[src/rfsb_pkg.sv]
// Package with the types and constants shared by the blitter modules.
`default_nettype none

package rfsb_pkg;

    localparam logic [9:0] SCREEN_WIDTH  = 10'd320;
    localparam logic [8:0] SCREEN_HEIGHT = 9'd200;

    localparam int unsigned CFG_DATA_W = 9;
    localparam int unsigned CFG_INDEX_W = 3;

    typedef enum logic [CFG_INDEX_W-1:0] {
        REG_MODE        = 3'd0,
        REG_DEST_X      = 3'd1,
        REG_DEST_Y      = 3'd2,
        REG_RECT_WIDTH  = 3'd3,
        REG_RECT_HEIGHT = 3'd4,
        REG_FILL_COLOR  = 3'd5,
        REG_KEY_COLOR   = 3'd6
    } reg_idx_t;

    localparam logic MODE_COPY = 1'b0;
    localparam logic MODE_FILL = 1'b1;

    typedef struct packed {
        logic       mode;
        logic [8:0] dest_x;
        logic [7:0] dest_y;
        logic [8:0] rect_width;
        logic [7:0] rect_height;
        logic [7:0] fill_color;
        logic [7:0] key_color;
    } cfg_t;

    typedef struct packed {
        logic [7:0] pixel;
        logic [8:0] column;
        logic [7:0] row;
        logic       done;
    } stage_t;

endpackage

`default_nettype wire

[src/rfsb_if.sv]
// Handshake interfaces for the pixel input, result output and register write channels.
`default_nettype none

interface rfsb_in_if;
    logic       valid;
    logic       ready;
    logic [7:0] pixel_color;

    modport source (output valid, output pixel_color, input ready);
    modport sink (input valid, input pixel_color, output ready);
endinterface

interface rfsb_out_if;
    logic        valid;
    logic        ready;
    logic        write_enable;
    logic [15:0] write_address;
    logic [7:0]  write_color;
    logic        rect_done;

    modport source (output valid, output write_enable, output write_address,
                    output write_color, output rect_done, input ready);
    modport sink (input valid, input write_enable, input write_address,
                  input write_color, input rect_done, output ready);
endinterface

interface rfsb_cfg_if;
    logic                             valid;
    logic                             ready;
    logic [rfsb_pkg::CFG_INDEX_W-1:0] index;
    logic [rfsb_pkg::CFG_DATA_W-1:0]  data;

    modport source (output valid, output index, output data, input ready);
    modport sink (input valid, input index, input data, output ready);
endinterface

`default_nettype wire

[src/rfsb_cfg.sv]
// Configuration register file with a restart pulse on every write to a listed register.
`default_nettype none

module rfsb_cfg (
    input  wire logic      clk,
    input  wire logic      rst_n,
    rfsb_cfg_if.sink       cfg,
    output rfsb_pkg::cfg_t regs,
    output logic           restart
);

    rfsb_pkg::cfg_t regs_reg;
    rfsb_pkg::cfg_t regs_next;
    logic           write;

    assign cfg.ready = 1'b1;
    assign write = cfg.valid && cfg.ready;
    assign regs = regs_reg;

    always_comb
    begin
        regs_next = regs_reg;
        restart = 1'b0;
        if (write)
        begin
            restart = 1'b1;
            case (cfg.index)
                rfsb_pkg::REG_MODE:        regs_next.mode = cfg.data[0];
                rfsb_pkg::REG_DEST_X:      regs_next.dest_x = cfg.data[8:0];
                rfsb_pkg::REG_DEST_Y:      regs_next.dest_y = cfg.data[7:0];
                rfsb_pkg::REG_RECT_WIDTH:  regs_next.rect_width = cfg.data[8:0];
                rfsb_pkg::REG_RECT_HEIGHT: regs_next.rect_height = cfg.data[7:0];
                rfsb_pkg::REG_FILL_COLOR:  regs_next.fill_color = cfg.data[7:0];
                rfsb_pkg::REG_KEY_COLOR:   regs_next.key_color = cfg.data[7:0];
                default:                   restart = 1'b0;
            endcase
        end
    end

    always_ff @(posedge clk or negedge rst_n)
    begin
        if (!rst_n)
        begin
            regs_reg.mode        <= rfsb_pkg::MODE_COPY;
            regs_reg.dest_x      <= 9'd0;
            regs_reg.dest_y      <= 8'd0;
            regs_reg.rect_width  <= 9'd320;
            regs_reg.rect_height <= 8'd200;
            regs_reg.fill_color  <= 8'd0;
            regs_reg.key_color   <= 8'd0;
        end
        else
        begin
            regs_reg <= regs_next;
        end
    end

endmodule

`default_nettype wire

[src/rfsb_walk.sv]
// Rectangle walk counters and the input register that captures each accepted item.
`default_nettype none

module rfsb_walk (
    input  wire logic             clk,
    input  wire logic             rst_n,
    rfsb_in_if.sink               pix_in,
    input  wire rfsb_pkg::cfg_t   regs,
    input  wire logic             restart,
    input  wire logic             take,
    output logic                  stage_valid,
    output rfsb_pkg::stage_t      stage
);

    logic             valid_reg;
    logic             valid_next;
    rfsb_pkg::stage_t stage_reg;
    logic [8:0]       column_reg;
    logic [8:0]       column_next;
    logic [7:0]       row_reg;
    logic [7:0]       row_next;
    logic [8:0]       width_eff;
    logic [7:0]       height_eff;
    logic             last_col;
    logic             last_row;
    logic             accept;

    assign pix_in.ready = !valid_reg || take;
    assign accept = pix_in.valid && pix_in.ready;
    assign stage_valid = valid_reg;
    assign stage = stage_reg;

    assign width_eff = (regs.rect_width == 9'd0) ? 9'd1 : regs.rect_width;
    assign height_eff = (regs.rect_height == 8'd0) ? 8'd1 : regs.rect_height;
    assign last_col = ({1'b0, column_reg} + 10'd1) >= {1'b0, width_eff};
    assign last_row = ({1'b0, row_reg} + 9'd1) >= {1'b0, height_eff};

    always_comb
    begin
        column_next = column_reg;
        row_next = row_reg;
        valid_next = valid_reg;
        if (take)
        begin
            valid_next = 1'b0;
        end
        if (accept)
        begin
            valid_next = 1'b1;
            if (last_col && last_row)
            begin
                column_next = 9'd0;
                row_next = 8'd0;
            end
            else if (last_col)
            begin
                column_next = 9'd0;
                row_next = row_reg + 8'd1;
            end
            else
            begin
                column_next = column_reg + 9'd1;
            end
        end
        if (restart)
        begin
            column_next = 9'd0;
            row_next = 8'd0;
        end
    end

    always_ff @(posedge clk or negedge rst_n)
    begin
        if (!rst_n)
        begin
            valid_reg <= 1'b0;
            column_reg <= 9'd0;
            row_reg <= 8'd0;
        end
        else
        begin
            valid_reg <= valid_next;
            column_reg <= column_next;
            row_reg <= row_next;
        end
    end

    always_ff @(posedge clk)
    begin
        if (accept)
        begin
            stage_reg.pixel <= pix_in.pixel_color;
            stage_reg.column <= column_reg;
            stage_reg.row <= row_reg;
            stage_reg.done <= last_col && last_row;
        end
    end

endmodule

`default_nettype wire

[src/rfsb_pix.sv]
// Pixel stage that clips, keys and addresses one item into the result register.
`default_nettype none

module rfsb_pix (
    input  wire logic             clk,
    input  wire logic             rst_n,
    input  wire rfsb_pkg::cfg_t   regs,
    input  wire logic             stage_valid,
    input  wire rfsb_pkg::stage_t stage,
    output logic                  take,
    rfsb_out_if.source            res_out
);

    logic        valid_reg;
    logic        write_enable_reg;
    logic [15:0] write_address_reg;
    logic [7:0]  write_color_reg;
    logic        rect_done_reg;
    logic [9:0]  pos_x;
    logic [8:0]  pos_y;
    logic [18:0] linear;
    logic        on_screen;
    logic        opaque;
    logic [7:0]  color;

    assign take = stage_valid && (!valid_reg || res_out.ready);

    assign pos_x = {1'b0, regs.dest_x} + {1'b0, stage.column};
    assign pos_y = {1'b0, regs.dest_y} + {1'b0, stage.row};
    assign on_screen = (pos_x < rfsb_pkg::SCREEN_WIDTH) && (pos_y < rfsb_pkg::SCREEN_HEIGHT);
    assign linear = 19'(pos_y) * 19'(rfsb_pkg::SCREEN_WIDTH) + 19'(pos_x);
    assign color = (regs.mode == rfsb_pkg::MODE_FILL) ? regs.fill_color : stage.pixel;
    assign opaque = (regs.mode == rfsb_pkg::MODE_FILL) || (stage.pixel != regs.key_color);

    assign res_out.valid = valid_reg;
    assign res_out.write_enable = write_enable_reg;
    assign res_out.write_address = write_address_reg;
    assign res_out.write_color = write_color_reg;
    assign res_out.rect_done = rect_done_reg;

    always_ff @(posedge clk or negedge rst_n)
    begin
        if (!rst_n)
        begin
            valid_reg <= 1'b0;
        end
        else if (take)
        begin
            valid_reg <= 1'b1;
        end
        else if (res_out.ready)
        begin
            valid_reg <= 1'b0;
        end
    end

    always_ff @(posedge clk)
    begin
        if (take)
        begin
            write_enable_reg <= on_screen && opaque;
            write_address_reg <= on_screen ? linear[15:0] : 16'd0;
            write_color_reg <= color;
            rect_done_reg <= stage.done;
        end
    end

endmodule

`default_nettype wire

[src/rect_fill_and_sprite_blitter.sv]
// Top level of the rectangle fill and color-keyed sprite blitter.
// The blitter walks the programmed destination rectangle in row-major order and
// answers every input item with one result item: a write enable, a framebuffer
// byte address, a color and a flag on the rectangle's last pixel. It accepts one
// item per cycle while the result is not stalled; each item passes through the
// input register and then the result register. A stalled result holds the result
// register, and once the input register is full too, the input. The user must
// write registers through the configuration channel only while the block is
// idle; the block does not enforce this. Any write to a defined register
// restarts the walk at the first pixel.
`default_nettype none

module rect_fill_and_sprite_blitter (
    input  wire logic  clk,
    input  wire logic  rst_n,
    rfsb_cfg_if.sink   cfg,
    rfsb_in_if.sink    pix_in,
    rfsb_out_if.source res_out
);

    rfsb_pkg::cfg_t   regs;
    rfsb_pkg::stage_t stage;
    logic             restart;
    logic             stage_valid;
    logic             take;

    rfsb_cfg u_cfg (
        .clk     (clk),
        .rst_n   (rst_n),
        .cfg     (cfg),
        .regs    (regs),
        .restart (restart)
    );

    rfsb_walk u_walk (
        .clk         (clk),
        .rst_n       (rst_n),
        .pix_in      (pix_in),
        .regs        (regs),
        .restart     (restart),
        .take        (take),
        .stage_valid (stage_valid),
        .stage       (stage)
    );

    rfsb_pix u_pix (
        .clk         (clk),
        .rst_n       (rst_n),
        .regs        (regs),
        .stage_valid (stage_valid),
        .stage       (stage),
        .take        (take),
        .res_out     (res_out)
    );

endmodule

`default_nettype wire
[src/flat_wrapper.sv]
// flat-port wrapper written by rule: the top's interface ports become plain ports
module rect_fill_and_sprite_blitter_flat 
  (clk, rst_n, cfg_valid, cfg_index, cfg_data, cfg_ready, pix_in_valid, pix_in_pixel_color, pix_in_ready, res_out_valid, res_out_write_enable, res_out_write_address, res_out_write_color, res_out_rect_done, res_out_ready);
  rfsb_cfg_if cfg_i ();
  rfsb_in_if pix_in_i ();
  rfsb_out_if res_out_i ();
  input  wire logic clk;
  input  wire logic rst_n;
  input wire logic [$bits(cfg_i.valid)-1:0] cfg_valid;
  input wire logic [$bits(cfg_i.index)-1:0] cfg_index;
  input wire logic [$bits(cfg_i.data)-1:0] cfg_data;
  output wire logic [$bits(cfg_i.ready)-1:0] cfg_ready;
  input wire logic [$bits(pix_in_i.valid)-1:0] pix_in_valid;
  input wire logic [$bits(pix_in_i.pixel_color)-1:0] pix_in_pixel_color;
  output wire logic [$bits(pix_in_i.ready)-1:0] pix_in_ready;
  output wire logic [$bits(res_out_i.valid)-1:0] res_out_valid;
  output wire logic [$bits(res_out_i.write_enable)-1:0] res_out_write_enable;
  output wire logic [$bits(res_out_i.write_address)-1:0] res_out_write_address;
  output wire logic [$bits(res_out_i.write_color)-1:0] res_out_write_color;
  output wire logic [$bits(res_out_i.rect_done)-1:0] res_out_rect_done;
  input wire logic [$bits(res_out_i.ready)-1:0] res_out_ready;
  assign cfg_i.valid = cfg_valid;
  assign cfg_i.index = cfg_index;
  assign cfg_i.data = cfg_data;
  assign cfg_ready = cfg_i.ready;
  assign pix_in_i.valid = pix_in_valid;
  assign pix_in_i.pixel_color = pix_in_pixel_color;
  assign pix_in_ready = pix_in_i.ready;
  assign res_out_valid = res_out_i.valid;
  assign res_out_write_enable = res_out_i.write_enable;
  assign res_out_write_address = res_out_i.write_address;
  assign res_out_write_color = res_out_i.write_color;
  assign res_out_rect_done = res_out_i.rect_done;
  assign res_out_i.ready = res_out_ready;
  rect_fill_and_sprite_blitter u_core (.clk(clk), .rst_n(rst_n), .cfg(cfg_i), .pix_in(pix_in_i), .res_out(res_out_i));
endmodule
[config.mk]
export PLATFORM = sky130hd
export DESIGN_NAME = rect_fill_and_sprite_blitter_flat
export DESIGN_NICKNAME = d
export VERILOG_FILES = /design/src/rfsb_pkg.sv /design/src/rfsb_if.sv /design/src/rfsb_cfg.sv /design/src/rfsb_walk.sv /design/src/rfsb_pix.sv /design/src/rect_fill_and_sprite_blitter.sv /design/src/flat_wrapper.sv
export SDC_FILE = /design/constraint.sdc
export NUM_CORES = 1
export LEC_CHECK = 0
export BUFFER_PORTS_ARGS = -buffer_cell sky130_fd_sc_hd__buf_2
export CAP_MARGIN = 20
export CORE_UTILIZATION = 35
export DETAILED_ROUTE_END_ITERATION = 10
export PLACE_DENSITY_LB_ADDON = 0.3
export SLEW_MARGIN = 30
export SYNTH_ARGS = -nofsm -noshare
export SYNTH_HDL_FRONTEND = slang
export SYNTH_HIERARCHICAL = 1
export SYNTH_SLANG_ARGS = --single-unit
[constraint.sdc]
create_clock -name clk -period 5.49 [get_ports clk]
set_input_delay 1.3725 -clock clk [delete_from_list [all_inputs] [get_ports clk]]
set_output_delay 1.3725 -clock clk [all_outputs]
set_load 0.02 [all_outputs]
Yosys cells after proc, flatten, opt, wreduce, memory -nomap -nowiden

Cells that the tools add are included.

Input port bits: 25
Bits in registers: 122

Multiply operators: 1
$lt $le $gt $ge: 4
Reductions and logical operators: 26
Add/sub/neg operators: 7
Eq/ne operators: 7
Multiplexer cells: 17

Operators with widths:

| kind                                                                          | number |
|---|---|
| 8-bit two-way mux                                                             | 6 |
| 9-bit two-way mux                                                             | 5 |
| 16-bit by 10-bit adder with 16-bit output                                     | 1 |
| 2-bit AND reduction                                                           | 8 |
| 9-bit by 1-bit adder with 10-bit output, second input constant                | 1 |
| 9-bit by 9-bit adder with 10-bit output                                       | 1 |
| 10-bit by 9-bit >= comparator with 1-bit output                               | 1 |
| 10-bit by 9-bit less-than comparator with 1-bit output, second input constant | 1 |
| 9-bit by 3-bit multiplier with 10-bit output, second input constant           | 1 |
| 8-bit by 1-bit adder with 9-bit output, second input constant                 | 1 |
| 8-bit by 8-bit adder with 9-bit output                                        | 1 |
| 9-bit by 1-bit adder with 9-bit output, second input constant                 | 1 |
| 3-bit equality test, second input constant                                    | 3 |
| 9-bit by 8-bit >= comparator with 1-bit output                                | 1 |
| 9-bit zero test                                                               | 1 |
| 9-bit by 8-bit less-than comparator with 1-bit output, second input constant  | 1 |
| 8-bit by 1-bit adder with 8-bit output, second input constant                 | 1 |
| 8-bit zero test                                                               | 1 |
| 8-bit inequality test                                                         | 1 |
| 7-bit OR reduction                                                            | 1 |
| 3-bit by 2-bit equality test with 1-bit output, second input constant         | 2 |
| 1-bit two-way mux                                                             | 6 |
| 2-bit nonzero test                                                            | 3 |
| 1-bit logical AND                                                             | 5 |
| 5 further kinds                                                               | 8 |

Depth between registers and ports, before layout

Gate-level depths: netlist (run 1).

Depth in word-level cells: 7
Mapped depth: 16
Depth with buffers taken out: 16

Hierarchy

The synthesis (run 1) kept the hierarchy.

Modules (own cells, without submodules):

| module    | cells each | seq. area each (um2) | area an instance (um2) | times used |
|---|---|---|---|---|
| rfsb_pix  | 272        | 805.8                | 2791.4                 | 1 |
| rfsb_walk | 214        | 1231.2               | 2392.3                 | 1 |
| rfsb_cfg  | 120        | 1282.5               | 2160.8                 | 1 |

Least setup slack after synthesis (run 1)

No wires, ideal clock.

Kind: in2reg
From: in res_out_ready
To: reg u_core.u_walk.column_reg[3]
Cell stages on the path: 8
Data required time: 5394 ps
Path slack: 1364 ps
Arrival time: 4030 ps
Library setup time: 96 ps
Buffers on the path: 0
Cell sequence: nand2b_1 and2_1 nand2b_1 nand2_1 inv_1 nand3_1 or4_1 o31ai_1

Longest elaborated chain between the ends: 5

RTL lines:

| item                         | RTL line                           | text |
|---|---|---|
| from (decl)                  | flat_wrapper.sv:21                 | `input wire logic [$bits(res_out_i.ready)-1:0] res_out_ready;` |
| 1-bit logical OR             | rfsb_pix.sv:26                     | `assign take = stage_valid && (!valid_reg \|\| res_out.ready);` |
| 1-bit logical AND            | rfsb_pix.sv:26                     |  |
| net u_core.take              | rect_fill_and_sprite_blitter.sv:25 | `logic take;` |
| 1-bit logical OR             | rfsb_walk.sv:28                    | `assign pix_in.ready = !valid_reg \|\| take;` |
| net pix_in_ready             | flat_wrapper.sv:15                 | `output wire logic [$bits(pix_in_i.ready)-1:0] pix_in_ready;` |
| 1-bit logical AND            | rfsb_walk.sv:29                    | `assign accept = pix_in.valid && pix_in.ready;` |
| net u_core.u_walk.accept     | rfsb_walk.sv:26                    | `logic accept;` |
| 2-bit nonzero test (no line) | --                                 |  |
| to (signal assigned)         | rfsb_walk.sv:83                    | `column_reg <= column_next;` |
| to (decl)                    | rfsb_walk.sv:18                    | `logic [8:0] column_reg;` |

The timed path passes the listed nets, and every way through them passes these cells.
A chain may end at the register's enable or synchronous reset.

Final worst setup path (run 1)

From: reg u_core.u_cfg.regs_reg (netlist bit u_core/u_cfg/regs[33])
To: reg u_core.u_pix.write_address_reg[15], in the netlist u_core/u_pix/res_out.write_address[15], data pin

Longest elaborated chain between the ends: 3

RTL lines:

| item                                                                                                                  | RTL line                       | text |
|---|---|---|
| from (decl)                                                                                                           | rfsb_cfg.sv:12                 | `rfsb_pkg::cfg_t regs_reg;` |
| from (signal assigned)                                                                                                | rfsb_cfg.sv:54                 | `regs_reg <= regs_next;` |
| 8-bit by 8-bit adder with 9-bit output *                                                                              | rfsb_pix.sv:29                 | `assign pos_y = {1'b0, regs.dest_y} + {1'b0, stage.row};` |
| 9-bit by 3-bit multiplier with 10-bit output or 9-bit by 8-bit less-than comparator with 1-bit output (tied branches) | rfsb_pix.sv:31, rfsb_pix.sv:30 |  |
| 16-bit by 10-bit adder with 16-bit output or 1-bit logical AND (tied branches)                                        | rfsb_pix.sv:31, rfsb_pix.sv:30 |  |
| to (signal assigned)                                                                                                  | rfsb_pix.sv:62                 | `write_address_reg <= on_screen ? linear[15:0] : 16'd0;` |
| to (decl)                                                                                                             | rfsb_pix.sv:16                 | `logic [15:0] write_address_reg;` |

Every way passes the cells marked *; elsewhere a longest branch is shown, timed or not.

==> results of run 1 <==
-- cell families (layout without fill, tap and decap cells) --
| logic type | Yosys count | after routing | synth area share (%) |
|---|---|---|---|
| AOI/OAI and AO/OA | 117 | 117 | 12.0 |
| DFF | 122 | 122 | 45.2 |
| adders and majority gates | 53 | 53 | 9.44 |
| other | 1 | 1 | 0.0511 |
| muxes | 62 | 62 | 10.8 |
| and+or+nand+nor | 133 | 133 | 12.0 |
| xor gates and xnor gates | 45 | 45 | 5.37 |
| buffers and inverters | 73 | 140 | 5.11 |
-- worst max-delay path: stages (launching register included) --
cell,delay (ps)
dfrtp_1,380
ha_1,240
fa_1,410
a21oi_1,280
o21a_1,210
xnor2_1,120
and2_1,190
or2_2,320
fa_1,490
nand2b_1,190
a2111oi_0,460
a211oi_1,120
xnor2_1,160
xnor2_1,180
nor3_1,70
-- how the worst min path moves through the flow --
stage | from | end | slack (ps) | cells past startpoint
after floorplan | u_core/u_walk/stage[0] | u_core/u_pix/res_out.rect_done | 400 | 0
after global placement | u_core/u_cfg/regs[13] | u_core/u_cfg/regs[13] | 480 | 1
after detailed placement | u_core/u_cfg/regs[10] | u_core/u_cfg/regs[10] | 490 | 1
after CTS | u_core/u_cfg/regs[10] | u_core/u_cfg/regs[10] | 500 | 1
after global routing | u_core/u_cfg/regs[28] | u_core/u_cfg/regs[28] | 520 | 1
final | u_core/u_cfg/regs[8] | u_core/u_cfg/regs[8] | 500 | 1
-- metal layers --
layer,global-route usage [%],wire length (um),vias up
met1,20.1,7230,2346
li1,-,-,2335
met3,3.48,649,15
met5,0,0,-
met4,5.05,162,0
met2,24.7,7410,83
-- placed cells by master, fill, tap and decap left out, types with 4 or more instances in the layout --
| cell type | n |
|---|---|
| nor2b_1 | 8 |
| nand2b_1 | 12 |
| ha_1 | 49 |
| o32ai_1 | 6 |
| nor3_1 | 7 |
| dfrtp_1 | 65 |
| dfstp_2 | 5 |
| o31ai_1 | 5 |
| or4_1 | 6 |
| a21oi_1 | 26 |
| o211ai_1 | 5 |
| clkinvlp_4 | 4 |
| a21boi_1 | 5 |
| mux2_4 | 26 |
| xor2_1 | 11 |
| edfxtp_1 | 52 |
| mux2_2 | 35 |
| inv_1 | 52 |
| fa_1 | 4 |
| nor2_1 | 20 |
| nor3_2 | 10 |
| buf_2 | 52 |
| xnor2_1 | 34 |
| nand3_1 | 17 |
| or3_1 | 9 |
| a31oi_1 | 5 |
| o21ai_0 | 15 |
| buf_4 | 4 |
| nand2_1 | 9 |
| a21o_1 | 11 |
| clkbuf_16 | 17 |
-- power by group --
group | leakage [nW] | switching (mW) | internal, mW
clock | 0.285 | 0.400 | 0.732
combinational | 1.87 | 0.913 | 0.708
sequential | 1.37 | 0.0862 | 1.15
-- cell type report --
class	count	area share (%)
inverters	52	2.32
clock buffers	20	5.43
flip-flops and latches	122	39.5
clock inverters	12	1.76
well taps	270	4.02
multi-input cells	411	43.5
repair buffers	56	3.45
==> results.cfg, run 1 <==
[place]
placed_area_sq_um = 7800
dp_hpwl_um = 11400
placed_cells = 911
gp_congestion = 0.807
pre_cts_slack_ps = 1410
io_buffers = 52

[synthesis]
synthFlopType = dfrtp_1
synthArstFlopShare_pct = 57.4
synthesis.nets = 684
postSynthCellCount = 606
synth-seq-area-share_pct = 45.2
synth_common_cells = dfrtp_1, edfxtp_1, inv_1
synth.avg_cell_area_sq_um = 12.1
ys_ff_latch = 122
synth_edf_count = 52
ys_top_cells_by_area = dfrtp_1, edfxtp_1, ha_1, mux2_2, mux2_4
yosysWarnings = 6
synth_top_cell_by_area = dfrtp_1
synth_top_area_share_pct = 22.1
synth_most_common_cell = dfrtp_1
synth.distinct_cells = 80
synth_area_sq_um = 7340

[global_route]
grt_pass1_vias = 4932
grt.total_usage_pct = 15.2
grt_max_degree = 38
grt_pass1_wl_um = 25400
antenna_found_initial = 0
grt_overflow = 0

[timing]
setup_violations = 0
min_period_ps = 4110
whs_ps = 500
max_freq_mhz = 243
tightest_slew_ps = 814
skew_ps = 14.0
report.final.slew_viol_count = 0
fin_ws_ps = 1380
hold_violations = 0
period_share_pct = 74.9
rsz0062_at_grt = no
finalSetupTns_ps = 0
slew_headroom_pct = 45.7

[run_status]
status = finished clean

[clocking]
post_cts_buffers = 0
h-tree-depth = 4
clock-sinks = 122
cts_hold_buffers = 0
clockRootBuffer = clkbuf_16
clk_pin_slew_worst_paths_ps = 60
cts_resized = 0
clock_path_buffers = 2
clkLatencyLatePin_ps = 430
cts_tree = done
cts_buffers = 17

[finish]
multi_input_area_sq_um = 3660
layout.area.seq_sq_um = 3320
final_core_util_pct = 41.1
antenna_cells = 0
n_fill_cell = 1941
final_nets = 738
drive_gt1_share_pct = 28.2
syn2layout_area_growth_pct = 14.4
largest_register_ffs = 51
final_cells = 943
design_area_sq_um = 8400

[floorplanning]
start_util_pct = 36.0
fp.dieH_um = 147
rows = 52
dieWidth_um = 147
die_area_sq_um = 21600
coreArea_sq_um = 20400
io_pins = 54

[worst_setup_path]
r2r-end = u_core/u_pix/res_out.write_address[15]
r2r_slack_ps = 1380
cp_max_fo = 4
critical_path_class = reg -> reg
start_kind = flop
endpoint = u_core/u_pix/res_out.write_address[15]
startpoint = u_core/u_cfg/regs[33]
r2r_start = u_core/u_cfg/regs[33]
ff2ff_path_depth = 14
crit_arrival_ps = 4240
worstPathRequired_ps = 5620
crit_path_end_kind = flop

[worst_hold_path]
hold_class = reg -> reg

[power_and_ir_drop]
peakVddDrop_mv = 0.242
power.leakage_nw = 3.53
p_total_mw = 3.99
power_density_nw_per_um2 = 475

[route]
route.detailed.drc = 0
wl_per_cell_um = 16.4
dr.first_iter.drc_count = 247
postRouteAntennaNets = 0
vias_per_cell = 5.07
routed_wl_um = 15500
drt_pass1_iterations = 4
via_count = 4779

[flow_run]
maxCapViolCount = 0
(Power assumes the default switching activity.)
==> run 2, diff against run 1 <==
Settings changed: ABC_AREA set to 1.
Clock period 5.49 ns to 4.3 ns, I/O delays scaled along.
==> run 2 against run 1 <==
Area after synthesis decreased by 2.9%. Global-route usage is 0.53 points higher. Cell count up 24%. Sequential power rose by 42%. Combinational power up 70%. Worst setup slack got worse by 590 ps. Register-to-register slack worse by 590 ps. Worst hold slack got worse by 74 ps. Non-clock buffer count up 2. Sequential share of layout area rose by 0.74 points. Critical endpoint unchanged. Design area is 1.8% lower.
==> results.cfg, run 2 <==
[run_status]
status = finished clean

[floorplanning]
dieWidth_um = 145
start_util_pct = 36.2
io_pins = 54
coreArea_sq_um = 19700
die_area_sq_um = 21000
rows = 51
fp.dieH_um = 145

[worst_setup_path]
crit_arrival_ps = 3660
ff2ff_path_depth = 17
r2r_slack_ps = 790
crit_path_end_kind = flop
r2r-end = u_core/u_pix/res_out.write_address[15]
path_cells = ha_1 > a21oi_1 > nand2_1 > xor2_2 > inv_1 > ha_1 > ha_1 > inv_1 > fa_1 > nor2_1 > nand4_1 > nand2_1 > nand2_1 > nor2_1 > nand3_1 > nand3_1 > a21oi_1
critical_path_class = reg -> reg
max_stage_delay_ps = 460
start_kind = flop
slowest_stage = fa_1
cp_max_fo = 6
worstPathRequired_ps = 4450
r2r_start = u_core/u_cfg/regs[35]

[timing]
hold_violations = 0
report.final.slew_viol_count = 0
slew_headroom_pct = 37.8
skew_ps = 10.3
setup_violations = 0
finalSetupTns_ps = 0
whs_ps = 426
period_share_pct = 81.6
tightest_slew_ps = 930
min_period_ps = 3510
rsz0062_at_grt = no
max_freq_mhz = 285

[finish]
layout_commonest_cell = nand2_1
final_nets = 967
antenna_cells = 0
final_cell_mix = nand2_1, inv_1, dfrtp_1
largest_register_ffs = 51
syn2layout_area_growth_pct = 15.7
final_cells = 1167
drive_gt1_share_pct = 16.3

[global_route]
antenna_found_initial = 0
grt_max_degree = 71
grt.total_usage_pct = 15.8
grt_overflow = 0
grt_pass1_vias = 5023
grt_pass1_wl_um = 25000

[worst_hold_path]
worstHoldStart = u_core/u_walk/stage[0]
min_to = u_core/u_pix/res_out.rect_done
min_path_cells = 0
hold_class = reg -> reg

[synthesis]
ys_ff_latch = 122
synth.distinct_cells = 50
synthAdderAreaFrac_pct = 9.72
synth_top_family_by_area = simple AND/OR/NAND/NOR gates
synthFlopType = dfrtp_1
synth_area_sq_um = 7130
ys_top_cells_by_area = dfrtp_1, edfxtp_1, nand2_1, ha_1, inv_1
synth_top_cell_by_area = dfrtp_1
yosysWarnings = 6
synth-xor-area-share_pct = 3.89
synth_top_area_share_pct = 22.8
synth_edf_count = 52
synth-seq-area-share_pct = 46.5
synth-simple-area-share_pct = 27.3
synth_most_common_cell = nand2_1
synth_common_cells = nand2_1, inv_1, dfrtp_1
postSynthCellCount = 822
synthesis.nets = 900
synthArstFlopShare_pct = 57.4
synth.avg_cell_area_sq_um = 8.68
synthMuxAreaShare_pct = 0
synth_compound_area_share_pct = 5.39

[place]
dp_hpwl_um = 11100
io_buffers = 52
placed_cells = 1135
gp_congestion = 0.780

[clocking]
clock_path_buffers = 2
h-tree-depth = 4
cts_hold_buffers = 0
cts_buffers = 17
clockRootBuffer = clkbuf_16
cts_resized = 0
cts_tree = done
clk_pin_slew_worst_paths_ps = 60
clkLatencyLatePin_ps = 420
post_cts_buffers = 0
clock-sinks = 122

[flow_run]
maxCapViolCount = 0

[route]
wl_per_cell_um = 12.9
vias_per_cell = 4.53
postRouteAntennaNets = 0
drt_pass1_iterations = 4
route.detailed.drc = 0
dr.first_iter.drc_count = 253
via_count = 5283
routed_wl_um = 15100

[power_and_ir_drop]
power_density_nw_per_um2 = 710
peakVddDrop_mv = 0.276
power.leakage_nw = 4.16
==> run 2: cell count changes after synthesis, moves of 8 or more <==
| cell | change |
|---|---|
| nand2_1 | +281 |
| mux2_2 | -35 |
| nor2b_1 | -8 |
| nand2b_1 | -12 |
| inv_1 | +54 |
| a21o_1 | -10 |
| nor2_4 | +13 |
| nand3_1 | +36 |
| nor2_1 | +11 |
| or3_1 | -9 |
| nor3_2 | -10 |
| mux2_4 | -26 |
| xnor2_1 | -24 |
==> run 2: cell type report <==
class | instances | area (sq um)
clock inverters | 8 | 70.1
flip-flops and latches | 122 | 3320
repair buffers | 58 | 309
fillers | 1975 | 11500
inverters | 111 | 417
clock buffers | 24 | 492
multi-input cells | 579 | 3310
well taps | 265 | 332
==> run 2: logic make-up (layout without fill, tap and decap cells) <==
logic type                 Yosys count  in the layout
DFF                                122            122
and+or+nand+nor                    430            430
buffers and inverters              121            201
other                                1              1
xor gates and xnor gates            30             30
adders and majority gates           53             53
AOI/OAI and AO/OA                   65             65
==> run 2: worst max-delay path: cells and delay by family, from the launching register on <==
kind                     cells  cell delay (ps)
AO/OA/AOI/OAI                2              240
adder cells (fa/ha/maj)      4             1340
flip-flops                   1              380
AND/OR/NAND/NOR              8              900
buffers and inverters        2              130
XOR/XNOR                     1              250
==> run 2: power by group <==
part           switching [mW]  internal (mW)
registers               0.149           1.61
logic                    1.72           1.03
clock network           0.493          0.850
total                    2.36           3.49
==> run 2: per-stage QoR <==
| stage | area (sq um) | total power [mW] | setup slack, ps | util, % |
|---|---|---|---|---|
| global route | 8250 | 6.37 | 479 | 41.8 |
| finish | 8250 | 5.86 | 791 | 41.8 |
| global placement | 7680 | 4.51 | 852 | 39.0 |
| detailed placement | 7680 | 4.54 | 772 | 39.0 |
| CTS | 8250 | 5.93 | 774 | 41.8 |
| floorplan | 7130 | 3.99 | 319 | - |
==> run 2: routing by layer <==
layer | vias to the layer above | share of wire [%] | track usage (%)
met2 | 88 | 46 | 25.4
met3 | 6 | 4.9 | 3.09
met5 | - | 0 | 0
met1 | 2411 | 49 | 21.1
li1 | 2778 | - | -
met4 | 0 | 0.54 | 5.60
==> run 2: worst max-delay path by stage <==
stage,start,to,depth (start not counted)
finish,u_core/u_cfg/regs[35],u_core/u_pix/res_out.write_address[15],17
global route,u_core/u_cfg/regs[35],u_core/u_pix/res_out.write_address[15],17
CTS,u_core/u_cfg/regs[35],u_core/u_pix/res_out.write_address[14],14
detailed placement,u_core/u_cfg/regs[33],u_core/u_pix/res_out.write_address[15],16
global placement,u_core/u_cfg/regs[35],u_core/u_pix/res_out.write_address[14],14
floorplan,res_out_ready,u_core/u_walk/row_reg[6],12
